## src/hw/rtl/watch_clock_alarm_stopwatch_control_macros.svh

```systemverilog
// assertion macros for the watch controller
// used by watch_clock_alarm_stopwatch_control.sv; expects clk and rst_n in scope
`ifndef WATCH_CLOCK_ALARM_STOPWATCH_CONTROL_MACROS_SVH
`define WATCH_CLOCK_ALARM_STOPWATCH_CONTROL_MACROS_SVH

// condition implies consequence in the same cycle
`define WCAS_ASSERT_SAME(label, ante, cons, msg) \
    label: assert property (@(posedge clk) disable iff (!rst_n) (ante) |-> (cons)) \
        else $error(msg);

// condition implies consequence in the next cycle
`define WCAS_ASSERT_NEXT(label, ante, cons, msg) \
    label: assert property (@(posedge clk) disable iff (!rst_n) (ante) |=> (cons)) \
        else $error(msg);

`endif

```

## src/hw/rtl/wcas_pkg.sv

```systemverilog
// shared types, codes and helpers for the watch controller
// no dependencies
`default_nettype none

package wcas_pkg;

    // top mode codes
    localparam logic [1:0] MODE_TIME      = 2'd0;
    localparam logic [1:0] MODE_SET_TIME  = 2'd1;
    localparam logic [1:0] MODE_SET_ALARM = 2'd2;
    localparam logic [1:0] MODE_WATCH     = 2'd3;

    // setter sub-state codes
    localparam logic [1:0] SUB_IDLE    = 2'd0;
    localparam logic [1:0] SUB_HOURS   = 2'd1;
    localparam logic [1:0] SUB_MINUTES = 2'd2;

    // stopwatch sub-state codes
    localparam logic [1:0] WSUB_IDLE    = 2'd0;
    localparam logic [1:0] WSUB_RUN     = 2'd1;
    localparam logic [1:0] WSUB_STOPPED = 2'd2;

    // counter limits
    localparam logic [4:0] HOURS_MAX   = 5'd23;
    localparam logic [5:0] MINUTES_MAX = 6'd59;
    localparam logic [5:0] SECONDS_MAX = 6'd59;
    localparam logic [3:0] TENTHS_MAX  = 4'd9;

    typedef struct packed {
        logic [4:0] hours;
        logic [5:0] minutes;
        logic [5:0] seconds;
        logic [3:0] tenths;
    } hms_t;

    typedef struct packed {
        logic plus_b;
        logic minus_b;
        logic time_b;
        logic set_b;
        logic alarm_b;
        logic watch_b;
        logic toggle_b;
    } buttons_t;

    localparam hms_t HMS_ZERO = '0;

    // advance a time value by one tenth with carries
    function automatic hms_t tick_hms(hms_t t_in);
        hms_t r;
        r = t_in;
        if (t_in.tenths == TENTHS_MAX) begin
            r.tenths = '0;
            if (t_in.seconds == SECONDS_MAX) begin
                r.seconds = '0;
                if (t_in.minutes == MINUTES_MAX) begin
                    r.minutes = '0;
                    r.hours = (t_in.hours == HOURS_MAX) ? 5'd0 : t_in.hours + 5'd1;
                end else begin
                    r.minutes = t_in.minutes + 6'd1;
                end
            end else begin
                r.seconds = t_in.seconds + 6'd1;
            end
        end else begin
            r.tenths = t_in.tenths + 4'd1;
        end
        return r;
    endfunction

endpackage

`default_nettype wire

```

## src/hw/rtl/watch_clock_alarm_stopwatch_control.sv

```systemverilog
// watch controller top level: time of day, time and alarm setting, stopwatch
// depends on wcas_pkg and watch_clock_alarm_stopwatch_control_macros.svh
//
// Usage:
//   input channel (in_valid/in_ready) carries one tenth-second tick with the
//   seven button flags; output channel (out_valid/out_ready) carries one
//   display result per tick: digits, mode, blink flags, alarm armed, ringing.
//   A tick is captured in an input register, then the update logic updates
//   all watch state and loads the result register, which raises out_valid;
//   throughput is one tick per cycle while the receiver does not stall, set
//   by the single update stage.
//   While the receiver stalls the result stays in the output register and one
//   more tick can be captured in the input register; further ticks wait.
//   Reset clears all counters, puts the watch in time mode with alarm disarmed
//   and silent, and empties both registers.
`default_nettype none
`include "watch_clock_alarm_stopwatch_control_macros.svh"

module watch_clock_alarm_stopwatch_control
    import wcas_pkg::*;
(
    input  wire logic       clk,
    input  wire logic       rst_n,
    input  wire logic       in_valid,
    output logic            in_ready,
    input  wire logic       plus_button,
    input  wire logic       minus_button,
    input  wire logic       time_button,
    input  wire logic       set_button,
    input  wire logic       alarm_button,
    input  wire logic       watch_button,
    input  wire logic       alarm_toggle_button,
    output logic            out_valid,
    input  wire logic       out_ready,
    output logic [4:0]      show_hours,
    output logic [5:0]      show_minutes,
    output logic [5:0]      show_seconds,
    output logic [3:0]      show_tenths,
    output logic [1:0]      mode_shown,
    output logic            hours_blink,
    output logic            minutes_blink,
    output logic            alarm_enabled,
    output logic            ringing
);

    // handshake registers
    logic       in_valid_reg;
    buttons_t   btn_reg;
    logic       out_valid_reg;
    logic       advance;

    // watch state
    hms_t       clock_reg, clock_next;
    logic [4:0] alarm_hours_reg, alarm_hours_next;
    logic [5:0] alarm_minutes_reg, alarm_minutes_next;
    hms_t       watch_reg, watch_next;
    logic       lap_hold_reg, lap_hold_next;
    logic [1:0] top_state_reg, top_state_next;
    logic [1:0] set_time_sub_reg, set_time_sub_next;
    logic [1:0] set_alarm_sub_reg, set_alarm_sub_next;
    logic [1:0] watch_sub_reg, watch_sub_next;
    logic       alarm_armed_reg, alarm_armed_next;
    logic       ring_reg, ring_next;
    hms_t       disp_reg, disp_next;
    logic [1:0] disp_mode_reg, disp_mode_next;
    logic       hblink_reg, hblink_next;
    logic       mblink_reg, mblink_next;

    // shared setter working values
    logic [1:0] set_sub;
    logic [4:0] set_h;
    logic [5:0] set_m;
    logic       set_swap;

    // pipeline control
    assign advance  = in_valid_reg && (!out_valid_reg || out_ready);
    assign in_ready = !in_valid_reg || advance;

    // input register
    always_ff @(posedge clk or negedge rst_n)
    begin
        if (!rst_n)
        begin
            in_valid_reg <= 1'b0;
        end
        else if (in_ready)
        begin
            in_valid_reg <= in_valid;
        end
    end

    always_ff @(posedge clk)
    begin
        if (in_valid && in_ready)
        begin
            btn_reg <= '{plus_b:   plus_button,
                         minus_b:  minus_button,
                         time_b:   time_button,
                         set_b:    set_button,
                         alarm_b:  alarm_button,
                         watch_b:  watch_button,
                         toggle_b: alarm_toggle_button};
        end
    end

    // tick update
    always_comb
    begin
        clock_next         = tick_hms(clock_reg);
        alarm_hours_next   = alarm_hours_reg;
        alarm_minutes_next = alarm_minutes_reg;
        watch_next         = watch_reg;
        lap_hold_next      = lap_hold_reg;
        top_state_next     = top_state_reg;
        set_time_sub_next  = set_time_sub_reg;
        set_alarm_sub_next = set_alarm_sub_reg;
        watch_sub_next     = watch_sub_reg;
        alarm_armed_next   = alarm_armed_reg;
        disp_next          = disp_reg;
        disp_mode_next     = disp_mode_reg;
        hblink_next        = hblink_reg;
        mblink_next        = mblink_reg;
        set_sub            = SUB_IDLE;
        set_h              = '0;
        set_m              = '0;
        set_swap           = 1'b0;

        // mode transitions
        unique case (top_state_reg)
            MODE_TIME:
            begin
                if (btn_reg.time_b)
                begin
                    top_state_next = MODE_TIME;
                end
                else if (btn_reg.set_b)
                begin
                    top_state_next = MODE_SET_TIME;
                    disp_mode_next = MODE_SET_TIME;
                end
                else if (btn_reg.watch_b)
                begin
                    top_state_next = MODE_WATCH;
                    disp_mode_next = MODE_WATCH;
                end
                else if (btn_reg.alarm_b)
                begin
                    top_state_next = MODE_SET_ALARM;
                    disp_mode_next = MODE_SET_ALARM;
                end
            end
            MODE_SET_TIME:
            begin
                if (btn_reg.time_b || btn_reg.alarm_b || btn_reg.watch_b)
                begin
                    set_time_sub_next = SUB_IDLE;
                    top_state_next = btn_reg.time_b ? MODE_TIME :
                                     (btn_reg.alarm_b ? MODE_SET_ALARM : MODE_WATCH);
                    disp_mode_next = top_state_next;
                    hblink_next = 1'b0;
                    mblink_next = 1'b0;
                end
            end
            MODE_SET_ALARM:
            begin
                if (btn_reg.time_b || btn_reg.set_b || btn_reg.watch_b || btn_reg.toggle_b)
                begin
                    set_alarm_sub_next = SUB_IDLE;
                    top_state_next = btn_reg.time_b ? MODE_TIME :
                                     (btn_reg.set_b ? MODE_SET_TIME :
                                     (btn_reg.watch_b ? MODE_WATCH : MODE_SET_ALARM));
                    disp_mode_next = top_state_next;
                    if (!btn_reg.time_b && !btn_reg.set_b && !btn_reg.watch_b)
                    begin
                        alarm_armed_next = !alarm_armed_reg;
                    end
                    hblink_next = 1'b0;
                    mblink_next = 1'b0;
                end
            end
            default:
            begin
                if (btn_reg.time_b || btn_reg.set_b || btn_reg.alarm_b)
                begin
                    watch_sub_next = WSUB_IDLE;
                    top_state_next = btn_reg.time_b ? MODE_TIME :
                                     (btn_reg.set_b ? MODE_SET_TIME : MODE_SET_ALARM);
                    disp_mode_next = top_state_next;
                end
            end
        endcase

        // active mode behavior
        unique case (top_state_next) inside
            MODE_TIME:
            begin
                disp_next = clock_next;
            end
            MODE_SET_TIME, MODE_SET_ALARM:
            begin
                // pick the time or alarm fields for the shared setter
                if (top_state_next == MODE_SET_TIME)
                begin
                    set_sub  = set_time_sub_next;
                    set_h    = clock_next.hours;
                    set_m    = clock_next.minutes;
                    set_swap = btn_reg.set_b;
                end
                else
                begin
                    set_sub  = set_alarm_sub_next;
                    set_h    = alarm_hours_next;
                    set_m    = alarm_minutes_next;
                    set_swap = btn_reg.alarm_b;
                end

                if (set_sub == SUB_IDLE ||
                    (set_sub == SUB_MINUTES && !btn_reg.plus_b && !btn_reg.minus_b
                     && set_swap))
                begin
                    set_sub = SUB_HOURS;
                    disp_next.minutes = set_m;
                    disp_next.hours = set_h;
                    hblink_next = 1'b1;
                    mblink_next = 1'b0;
                end
                else if (set_sub == SUB_HOURS)
                begin
                    if (btn_reg.plus_b)
                    begin
                        set_h = (set_h == HOURS_MAX) ? 5'd0 : set_h + 5'd1;
                        disp_next.minutes = set_m;
                        disp_next.hours = set_h;
                        hblink_next = 1'b1;
                    end
                    else if (btn_reg.minus_b)
                    begin
                        set_h = (set_h == 5'd0) ? HOURS_MAX : set_h - 5'd1;
                        disp_next.minutes = set_m;
                        disp_next.hours = set_h;
                        hblink_next = 1'b1;
                    end
                    else if (set_swap)
                    begin
                        set_sub = SUB_MINUTES;
                        hblink_next = 1'b0;
                        mblink_next = 1'b1;
                        disp_next.minutes = set_m;
                    end
                end
                else if (set_sub == SUB_MINUTES)
                begin
                    if (btn_reg.plus_b)
                    begin
                        set_m = (set_m == MINUTES_MAX) ? 6'd0 : set_m + 6'd1;
                        mblink_next = 1'b1;
                        disp_next.minutes = set_m;
                    end
                    else if (btn_reg.minus_b)
                    begin
                        set_m = (set_m == 6'd0) ? MINUTES_MAX : set_m - 6'd1;
                        mblink_next = 1'b1;
                        disp_next.minutes = set_m;
                    end
                end

                // write the setter results back
                if (top_state_next == MODE_SET_TIME)
                begin
                    set_time_sub_next  = set_sub;
                    clock_next.hours   = set_h;
                    clock_next.minutes = set_m;
                end
                else
                begin
                    set_alarm_sub_next = set_sub;
                    alarm_hours_next   = set_h;
                    alarm_minutes_next = set_m;
                end
            end
            default:
            begin
                // stopwatch
                if (watch_sub_next == WSUB_IDLE)
                begin
                    watch_sub_next = WSUB_STOPPED;
                    watch_next = HMS_ZERO;
                    disp_next = HMS_ZERO;
                end
                else if (watch_sub_next == WSUB_STOPPED)
                begin
                    if (btn_reg.watch_b)
                    begin
                        watch_next = HMS_ZERO;
                        disp_next = HMS_ZERO;
                    end
                    else if (!btn_reg.minus_b && btn_reg.plus_b)
                    begin
                        lap_hold_next = 1'b0;
                        watch_sub_next = WSUB_RUN;
                    end
                end
                else if (watch_sub_next == WSUB_RUN)
                begin
                    watch_next = tick_hms(watch_reg);
                    if (btn_reg.watch_b)
                    begin
                        watch_sub_next = WSUB_STOPPED;
                        watch_next = HMS_ZERO;
                        disp_next = HMS_ZERO;
                    end
                    else if (btn_reg.minus_b)
                    begin
                        lap_hold_next = !lap_hold_reg;
                    end
                    else if (btn_reg.plus_b)
                    begin
                        if (lap_hold_reg)
                        begin
                            lap_hold_next = 1'b0;
                        end
                        else
                        begin
                            lap_hold_next = 1'b1;
                            watch_sub_next = WSUB_STOPPED;
                            disp_next = watch_next;
                        end
                    end
                    if (!lap_hold_next)
                    begin
                        disp_next = watch_next;
                    end
                end
            end
        endcase

        // ring when armed and the clock matches the alarm
        ring_next = alarm_armed_next && (clock_next.hours == alarm_hours_next)
                    && (clock_next.minutes == alarm_minutes_next);
    end

    // state and result registers
    always_ff @(posedge clk or negedge rst_n)
    begin
        if (!rst_n)
        begin
            clock_reg         <= HMS_ZERO;
            alarm_hours_reg   <= '0;
            alarm_minutes_reg <= '0;
            watch_reg         <= HMS_ZERO;
            lap_hold_reg      <= 1'b0;
            top_state_reg     <= MODE_TIME;
            set_time_sub_reg  <= SUB_IDLE;
            set_alarm_sub_reg <= SUB_IDLE;
            watch_sub_reg     <= WSUB_IDLE;
            alarm_armed_reg   <= 1'b0;
            ring_reg          <= 1'b0;
            disp_reg          <= HMS_ZERO;
            disp_mode_reg     <= MODE_TIME;
            hblink_reg        <= 1'b0;
            mblink_reg        <= 1'b0;
            out_valid_reg     <= 1'b0;
        end
        else
        begin
            if (advance)
            begin
                clock_reg         <= clock_next;
                alarm_hours_reg   <= alarm_hours_next;
                alarm_minutes_reg <= alarm_minutes_next;
                watch_reg         <= watch_next;
                lap_hold_reg      <= lap_hold_next;
                top_state_reg     <= top_state_next;
                set_time_sub_reg  <= set_time_sub_next;
                set_alarm_sub_reg <= set_alarm_sub_next;
                watch_sub_reg     <= watch_sub_next;
                alarm_armed_reg   <= alarm_armed_next;
                ring_reg          <= ring_next;
                disp_reg          <= disp_next;
                disp_mode_reg     <= disp_mode_next;
                hblink_reg        <= hblink_next;
                mblink_reg        <= mblink_next;
            end
            if (advance)
            begin
                out_valid_reg <= 1'b1;
            end
            else if (out_ready)
            begin
                out_valid_reg <= 1'b0;
            end
        end
    end

    // result ports
    assign out_valid     = out_valid_reg;
    assign show_hours    = disp_reg.hours;
    assign show_minutes  = disp_reg.minutes;
    assign show_seconds  = disp_reg.seconds;
    assign show_tenths   = disp_reg.tenths;
    assign mode_shown    = disp_mode_reg;
    assign hours_blink   = hblink_reg;
    assign minutes_blink = mblink_reg;
    assign alarm_enabled = alarm_armed_reg;
    assign ringing       = ring_reg;

    // checks
    `WCAS_ASSERT_SAME(a_ring_needs_armed, ring_reg, alarm_armed_reg, "ringing while disarmed")
    `WCAS_ASSERT_SAME(a_blink_exclusive, hblink_reg, !mblink_reg, "both blink flags set")
    `WCAS_ASSERT_SAME(a_mode_shown_tracks, 1'b1, disp_mode_reg == top_state_reg, "mode shown differs from mode")
    `WCAS_ASSERT_NEXT(a_advance_gives_result, advance, out_valid_reg, "update without result")

endmodule

`default_nettype wire

```

## config.mk

```make
export PLATFORM = sky130hd
export DESIGN_NAME = watch_clock_alarm_stopwatch_control
export DESIGN_NICKNAME = d
export VERILOG_FILES = /design/src/hw/rtl/wcas_pkg.sv /design/src/hw/rtl/watch_clock_alarm_stopwatch_control.sv
export VERILOG_INCLUDE_DIRS = /design/src /design/src/hw/rtl
export SDC_FILE = /design/constraint.sdc
export NUM_CORES = 1
export LEC_CHECK = 0
export ABC_CLOCK_PERIOD_IN_PS = 8600
export BUFFER_PORTS_ARGS = -buffer_cell sky130_fd_sc_hd__buf_2
export CAP_MARGIN = 10
export CORE_UTILIZATION = 68
export CTS_CLUSTER_SIZE = 10
export DETAILED_ROUTE_END_ITERATION = 8
export PLACE_DENSITY = 0.87
export RECOVER_POWER = 50
export SETUP_SLACK_MARGIN = 0.05
export SLEW_MARGIN = 20
export SYNTH_ARGS = -nofsm -noshare
export SYNTH_HDL_FRONTEND = slang
export SYNTH_SLANG_ARGS = --single-unit
```

## constraint.sdc

```tcl
create_clock -name clk -period 8.6 [get_ports clk]
set_input_delay 0 -clock clk [delete_from_list [all_inputs] [get_ports clk]]
set_output_delay 0 -clock clk [all_outputs]
set_load 0.01 [all_outputs]
```

==> implementation parameters, run 1 <==
Parameter                              Value

Outcome
  Run status ... complete, but fails checks
  Violated checks ... capacitance limit, slew limit

Place
  Placement Setup Slack ... 2900 ps
  Placed standard-cell area ... 8130 um^2
  Final weighted congestion in routability-driven placement ... 0.986
  Placed Cells ... about 1100
  HPWL after detailed placement ... 15800 um
  Buffers on Ports ... 39

Synthesis
  Async set or reset register ratio after synthesis ... 0.929
  Sequential fraction of the synthesis area ... 0.313
  Most instantiated flip-flop cell in the synthesis netlist ... sky130_fd_sc_hd__dfrtp_1
  Yosys warnings ... 0
  Number of enable flip-flop cells after synthesis ... 7
  Count of distinct cell types in the synthesized netlist ... 93
  Post-Syn Nets ... 1029
  Syn Area/Cell ... 8.01 um^2
  Summed instance area of the synthesized netlist ... 7940 um^2
  Number of register bits inferred by synthesis ... 98
  Number of standard cells after synthesis ... about 990

Critical path
  Crit Reg-Reg Startpoint ... top_state_reg[0]
  Required time worst endpoint ... 8870 ps
  Critical path depth ... 17
  Capture point of the worst reg-to-reg path ... ringing
  Cell-by-cell listing of the critical path ... inv_1 -> ha_1 -> nor2_1 -> o311a_1 -> o32ai_1 -> ha_2 -> inv_1 -> a211oi_1 -> nor2_1 -> ha_1 -> nand4_1 -> o31a_1 -> a311oi_1 -> a311oi_2 -> xnor2_1 -> o41a_1 -> o31ai_1
  WS Path Type ... reg -> reg
  Critical path endpoint ... ringing
  Largest fanout on the critical path ... 33
  CP top delay family ... compound AO/OA/AOI/OAI gates
  CP bufs+invs ... 2
  Worst Setup Start Kind ... register
  Crit path arrival time ... 6110 ps
  Critical path's slowest cell ... sky130_fd_sc_hd__ha_2
  Endpoint kind of the worst setup timing path ... register
  Setup slack on the worst flop-to-flop path ... 2760 ps
  Crit path largest cell delay ... 760 ps
  Setup crit start ... top_state_reg[0]
  Logic depth of the worst register-to-register path ... 17

Cells and area
  Final core area utilization ... 0.743
  Multi-input gate area ... 5110 um^2
  Count of fill cells added during filler insertion ... 891
  Final design area excluding fillers ... 8490 um^2
  Leading cell types in the layout, fill and taps excluded ... sky130_fd_sc_hd__nand2_1, sky130_fd_sc_hd__dfrtp_1, sky130_fd_sc_hd__o21ai_0
  Ratio of cells with drive above 1 in the final layout ... 0.0846
  Most common cell after layout, fill and taps aside ... sky130_fd_sc_hd__nand2_1
  Number of cells in the finished layout apart from fillers ... between 1000 and 1500
  Number of nets at the end of the flow ... 1038
  Sequential Area ... 2490 um^2
  Number of diodes added for antenna fixing ... 0
  Layout overhead on the synthesized area ... 6.95%

Clocking
  Post-cts hold buffer count ... 11
  Post-CTS sizing ... 0
  Count of clock tree sinks ... 98
  Maximum number of buffers from clock root to sink ... 2
  TritonCTS clock tree ... done
  Post-CTS setup repair buffer count ... 0
  CTS H-Tree Depth ... 3
  Skew-Pair Late Insertion Delay ... 370 ps
  TritonCTS buffer count ... 9
  CTS Root Buffer Type ... sky130_fd_sc_hd__clkbuf_16
  Clock transition at the register clock pins on the worst setup and hold paths after CTS ... 70 ps

Route
  Count of routing violations after the opening detailed-route iteration ... 1061
  Total Wirelength ... between 20000 and 25000 um
  First-pass iteration count of the detailed router ... 5
  Wire per inst ... 19.3 um
  Total number of vias ... 7732
  Number of nets with antenna violations after detailed routing ... 0
  Routed via count divided by cell count ... 6.74
  Number of remaining DRC errors ... 0

Global route
  First-pass GRT wire length ... 34800 um
  Overall routing resource usage ... 0.378
  Number of antenna violations at the first check in global routing ... 0
  Maximum number of pins on one net before global-route repair ... 75
  Vias in the first global route ... 6841
  Global-route congestion overflow total ... 0

Pwr
  Overall power after layout ... 3.11 mW
  P_leak ... 3.41 nW
  Sw Ratio ... 0.509
  Clock Power Share ... 0.134
  Total power per unit cell area ... around 370 nW/um^2
  Worst voltage drop across the vdd grid ... 0.000208 V
  Pint ... between 1.5 and 2 mW
  Combinational share of power ... 0.623
  Net switching component of the power ... 1.59 mW
  Sequential power share ... 0.243

STA
  Sum of negative setup slack ... 0 ps
  Slack of the critical path ... ~2800 ps
  Final Setup Violations ... 0
  Worst Tran Pin Value ... roughly 4100 ps
  Max-slew violation count ... 119
  Crit share post-route ... 0.679
  Top achievable clock speed ... 171 MHz
  Setup repair after global routing missed its margin ... no
  Worst hold slack after final layout ... 324 ps
  Rel. slew slack ... -1.71
  Fin. Hold Viols ... 0
  Worst clock skew ... 8.48 ps
  Final critical path time including I/O delays and setup ... between 5000 and 6000 ps

Floorplan
  Die height ... 110 um
  Core Area ... 11400 um^2
  Number of cell rows ... 39
  Horiz. Die Dim ... 110 um
  Boundary Pins ... 40
  Initial core utilization ... 0.695
  Full die area ... between 10000 and 15000 um^2

Min path
  Worst Hold Class ... in -> async

Flow run
  Max-cap violation count ... 2
==> logic make-up after synthesis <==
kind of cell             share of synthesized area
AND/OR/NAND/NOR                              0.254
adder cells (fa/ha/maj)                     0.0426
buffers and inverters                       0.0435
AO/OA/AOI/OAI                                0.263
multiplexers                                0.0364
XOR/XNOR                                    0.0474
flip-flops                                   0.313
==> worst min path at each step <==
stage,end,slack (ps),depth (start not counted)
after floorplan,alarm_enabled,-300,0
after global placement,clock_reg[12],-110,1
after detailed placement,clock_reg[12],-110,1
after CTS,clock_reg[12],50,2
after global routing,btn_reg[6],350,2
final,clock_reg[12],320,2
==> layer usage <==
metal / global-route usage / routed length [um] / up-vias / part of all wire
li1: - / - / 3651 / -
met1: 0.520 / 9610 / 3608 / 0.43
met2: 0.565 / 9850 / 397 / 0.44
met3: 0.0735 / 1820 / 76 / 0.082
met4: 0.194 / 910 / 0 / 0.041
met5: 0 / 0 / - / 0
==> final cells by class <==
class	count	share of cell area
Multi-Input combinational cell	808	0.602
Inverter	23	0.0102
Clock inverter	5	0.00501
Sequential cell	98	0.293
Timing Repair Buffer	60	0.0391
Tap cell	143	0.0211
Clock buffer	11	0.0299
==> cell usage after synthesis, types with 10 or more instances <==
cell type / n / area, um^2
sky130_fd_sc_hd__nand2_1: 158 / 593
sky130_fd_sc_hd__dfrtp_1: 91 / 2280
sky130_fd_sc_hd__o21ai_0: 85 / 425
sky130_fd_sc_hd__nor2_1: 79 / 297
sky130_fd_sc_hd__clkbuf_1: 49 / 184
sky130_fd_sc_hd__a21oi_1: 48 / 240
sky130_fd_sc_hd__nor3_1: 32 / 160
sky130_fd_sc_hd__xnor2_1: 30 / 263
sky130_fd_sc_hd__ha_1: 27 / 338
sky130_fd_sc_hd__nand3_1: 25 / 125
sky130_fd_sc_hd__inv_1: 22 / 82.6
sky130_fd_sc_hd__o31ai_1: 21 / 158
sky130_fd_sc_hd__nand4_1: 18 / 113
sky130_fd_sc_hd__mux2_2: 15 / 169
sky130_fd_sc_hd__nand2b_1: 15 / 93.8
sky130_fd_sc_hd__a21o_1: 14 / 105
sky130_fd_sc_hd__xor2_1: 13 / 114
sky130_fd_sc_hd__mux2i_1: 12 / 120
sky130_fd_sc_hd__o211ai_1: 11 / 82.6
sky130_fd_sc_hd__or3_1: 11 / 68.8
sky130_fd_sc_hd__a211oi_1: 10 / 75.1
sky130_fd_sc_hd__and2_1: 10 / 62.6
==> power groups by stage <==
stage	Combinational, mW	Clock (mW)	Sequential [mW]
after floorplan	1.46	0	0.711
final	1.94	0.417	0.755
after global placement	1.87	0	0.751
after CTS	1.91	0.415	0.747
after detailed placement	1.89	0	0.755
after global routing	2.13	0.433	0.773
No activity file was read; power rests on OpenSTA's default activity.
==> run 2, diff against run 1 <==
--- a/config.mk
+++ b/config.mk
@@ -6,13 +6,13 @@
 export SDC_FILE = /design/constraint.sdc
 export NUM_CORES = 1
 export LEC_CHECK = 0
-export ABC_CLOCK_PERIOD_IN_PS = 8600
+export ABC_CLOCK_PERIOD_IN_PS = 4830
 export BUFFER_PORTS_ARGS = -buffer_cell sky130_fd_sc_hd__buf_2
 export CAP_MARGIN = 10
-export CORE_UTILIZATION = 68
+export CORE_UTILIZATION = 57
 export CTS_CLUSTER_SIZE = 10
 export DETAILED_ROUTE_END_ITERATION = 8
-export PLACE_DENSITY = 0.87
+export PLACE_DENSITY = 0.78
 export RECOVER_POWER = 50
 export SETUP_SLACK_MARGIN = 0.05
 export SLEW_MARGIN = 20
==> constraint.sdc (replaced) <==
create_clock -name clk -period 4.83 [get_ports clk]
set_input_delay 0 -clock clk [delete_from_list [all_inputs] [get_ports clk]]
set_output_delay 0 -clock clk [all_outputs]
set_load 0.01 [all_outputs]
==> implementation parameters, run 2 (synthesis gave the netlist of run 1 again) <==
Parameter                              Value

Clocking
  Maximum number of buffers from clock root to sink ... 2 (unchanged)
  CTS H-Tree Depth ... 3 (unchanged)
  Skew-Pair Late Insertion Delay ... 370 ps (about the same)
  CTS Root Buffer Type ... sky130_fd_sc_hd__clkbuf_16
  Count of clock tree sinks ... 98 (unchanged)
  Clock transition at the register clock pins on the worst setup and hold paths after CTS ... 80 ps (about the same)
  TritonCTS clock tree ... done
  TritonCTS buffer count ... 9 (unchanged)

Cells and area
  Layout overhead on the synthesized area ... 9.71%
  Leading cell types in the layout, fill and taps excluded ... sky130_fd_sc_hd__nand2_1, sky130_fd_sc_hd__dfrtp_1, sky130_fd_sc_hd__o21ai_0
  Most common cell after layout, fill and taps aside ... sky130_fd_sc_hd__nand2_1
  Number of cells in the finished layout apart from fillers ... 1195 (+4.1%)
  Number of diodes added for antenna fixing ... 0 (unchanged)
  Number of nets at the end of the flow ... 1053 (+1.4%)
  Final core area utilization ... 0.650 (-0.0936)
  Ratio of cells with drive above 1 in the final layout ... 0.106 (+0.0214)

Floorplan
  Initial core utilization ... 0.592 (-0.103)
  Full die area ... 14400 um^2 (+19%)
  Horiz. Die Dim ... 120 um (+9.1%)
  Number of cell rows ... 42 (+7.7%)
  Boundary Pins ... 40 (unchanged)
  Core Area ... 13400 um^2 (+17%)
  Die height ... 120 um (+9.1%)

Place
  Buffers on Ports ... 39 (unchanged)
  HPWL after detailed placement ... 16200 um (+2.2%)
  Final weighted congestion in routability-driven placement ... 1.02 (+3.6%)
  Placed Cells ... 1168 (+4.2%)
  Placement Setup Slack ... 241 ps (-2660 ps)

Global route
  Vias in the first global route ... 7111 (+3.9%)
  Overall routing resource usage ... 0.324 (-0.0540)
  Maximum number of pins on one net before global-route repair ... 49 (-35%)
  Global-route congestion overflow total ... 0 (unchanged)
  First-pass GRT wire length ... 36600 um (+5.3%)
  Number of antenna violations at the first check in global routing ... 0 (unchanged)

Route
  First-pass iteration count of the detailed router ... 7 (+2)
  Total number of vias ... 7667 (-0.84%)
  Routed via count divided by cell count ... 6.42 (-4.7%)
  Total Wirelength ... 22400 um (+0.83%)
  Wire per inst ... 18.7 um (-3.1%)
  Count of routing violations after the opening detailed-route iteration ... 743 (-30%)
  Number of nets with antenna violations after detailed routing ... 0 (unchanged)
  Number of remaining DRC errors ... 0 (unchanged)

STA
  Setup repair after global routing missed its margin ... no
  Crit share post-route ... 0.918 (+0.239)
  Slack of the critical path ... 396 ps (-2360 ps)
  Final Setup Violations ... 0 (unchanged)
  Top achievable clock speed ... 226 MHz (+32%)
  Final critical path time including I/O delays and setup ... 4430 ps (-1410 ps)
  Max-slew violation count ... 89 (-25%)
  Worst clock skew ... 11.1 ps (+2.63 ps)
  Sum of negative setup slack ... 0 ps (unchanged)
  Fin. Hold Viols ... 0 (unchanged)
  Worst Tran Pin Value ... 2550 ps (-1520 ps)
  Rel. slew slack ... -0.699 (+1.01)

Pwr
  Net switching component of the power ... 2.90 mW (+83%)
  Pint ... 2.87 mW (+88%)
  Worst voltage drop across the vdd grid ... 0.000349 V (+68%)
  Total power per unit cell area ... 662 nW/um^2 (+81%)
  P_leak ... 3.49 nW (+2.5%)
  Combinational share of power ... 0.633 (+0.010)
  Clock Power Share ... 0.133 (about the same)
  Sequential power share ... 0.234 (-0.009)
  Sw Ratio ... 0.503 (-0.00633)

Critical path
  Endpoint kind of the worst setup timing path ... register
  WS Path Type ... reg -> reg
  Crit Reg-Reg Startpoint ... top_state_reg[0]
  Crit path arrival time ... 4710 ps (-1400 ps)
  Largest fanout on the critical path ... 42 (+27%)
  Worst Setup Start Kind ... register
  Required time worst endpoint ... 5110 ps (-3760 ps)
  Setup crit start ... top_state_reg[0]

Outcome
  Violated checks ... capacitance limit, slew limit
  Run status ... complete, but fails checks

Min path
  Worst Hold Class ... in -> reg
  Hold_sp ... time_button

Flow run
  Max-cap violation count ... 2 (unchanged)
-- run 2: worst paths after layout --
| path | to | slack [ps] | depth (start not counted) |
|---|---|---|---|
| max | ringing | 400 | 19 |
| min | btn_reg[4] | 340 | 2 |
| max reg2reg | ringing | 400 | 19 |
| min reg2reg | show_seconds[1] | 480 | 2 |
| max in group asynchronous | watch_reg[10] | 1620 | 3 |
| min in group asynchronous | alarm_hours_reg[1] | 970 | 2 |
-- run 2: layer usage --
layer | wire [um] | global-route usage
met1 | 9780 | 0.443
met2 | 9850 | 0.486
met3 | 1740 | 0.0585
met4 | 1010 | 0.170
met5 | 0 | 0
-- run 2: power by group through the flow --
stage               clock network (mW)  registers (mW)  logic, mW
detailed placement                   0            1.35       3.52
global placement                     0            1.34       3.48
CTS                              0.771            1.33       3.55
finish                           0.765            1.35       3.65
global route                     0.805            1.38       3.98
floorplan                            0            1.27       2.60
-- run 2: repair_timing --
action	CTS	global route
endpoints found under the setup margin	0	5
gates resized for setup	0	8
hold buffers	11	0
hold endpoints to repair	52	0
buffers inserted	0	1
-- run 2: critical path: stages, from the launching register on --
cell and delay, ps:
sky130_fd_sc_hd__dfrtp_1 430, sky130_fd_sc_hd__inv_1 130, sky130_fd_sc_hd__ha_1 260, sky130_fd_sc_hd__nor2_1 70, sky130_fd_sc_hd__o311a_1 320, sky130_fd_sc_hd__o32ai_4 320
sky130_fd_sc_hd__ha_4 250, sky130_fd_sc_hd__buf_12 230, sky130_fd_sc_hd__nor2_1 70, sky130_fd_sc_hd__a21o_1 210, sky130_fd_sc_hd__inv_2 80, sky130_fd_sc_hd__ha_1 220
sky130_fd_sc_hd__o21ai_0 130, sky130_fd_sc_hd__a31oi_1 220, sky130_fd_sc_hd__nand3_1 130, sky130_fd_sc_hd__o31ai_1 380, sky130_fd_sc_hd__a211o_1 170, sky130_fd_sc_hd__nand4_1 100
sky130_fd_sc_hd__o41a_1 400, sky130_fd_sc_hd__o31ai_1 230
-- run 2: final cells by class --
type	count	area, um^2
Fill cell	1179	4690
Inverter	23	86.3
Clock buffer	9	225
Clock inverter	6	72.6
Tap cell	176	220
Multi-Input combinational cell	808	5160
Sequential cell	98	2490
Timing Repair Buffer	75	458
-- run 2: per-stage QoR --
stage	hold WS (ps)	area, um^2	total power, mW
floorplan	-296	7950	3.87
global placement	48.2	8300	4.82
detailed placement	60.8	8300	4.87
CTS	213	8710	5.65
global route	347	8710	6.17
finish	344	8710	5.77
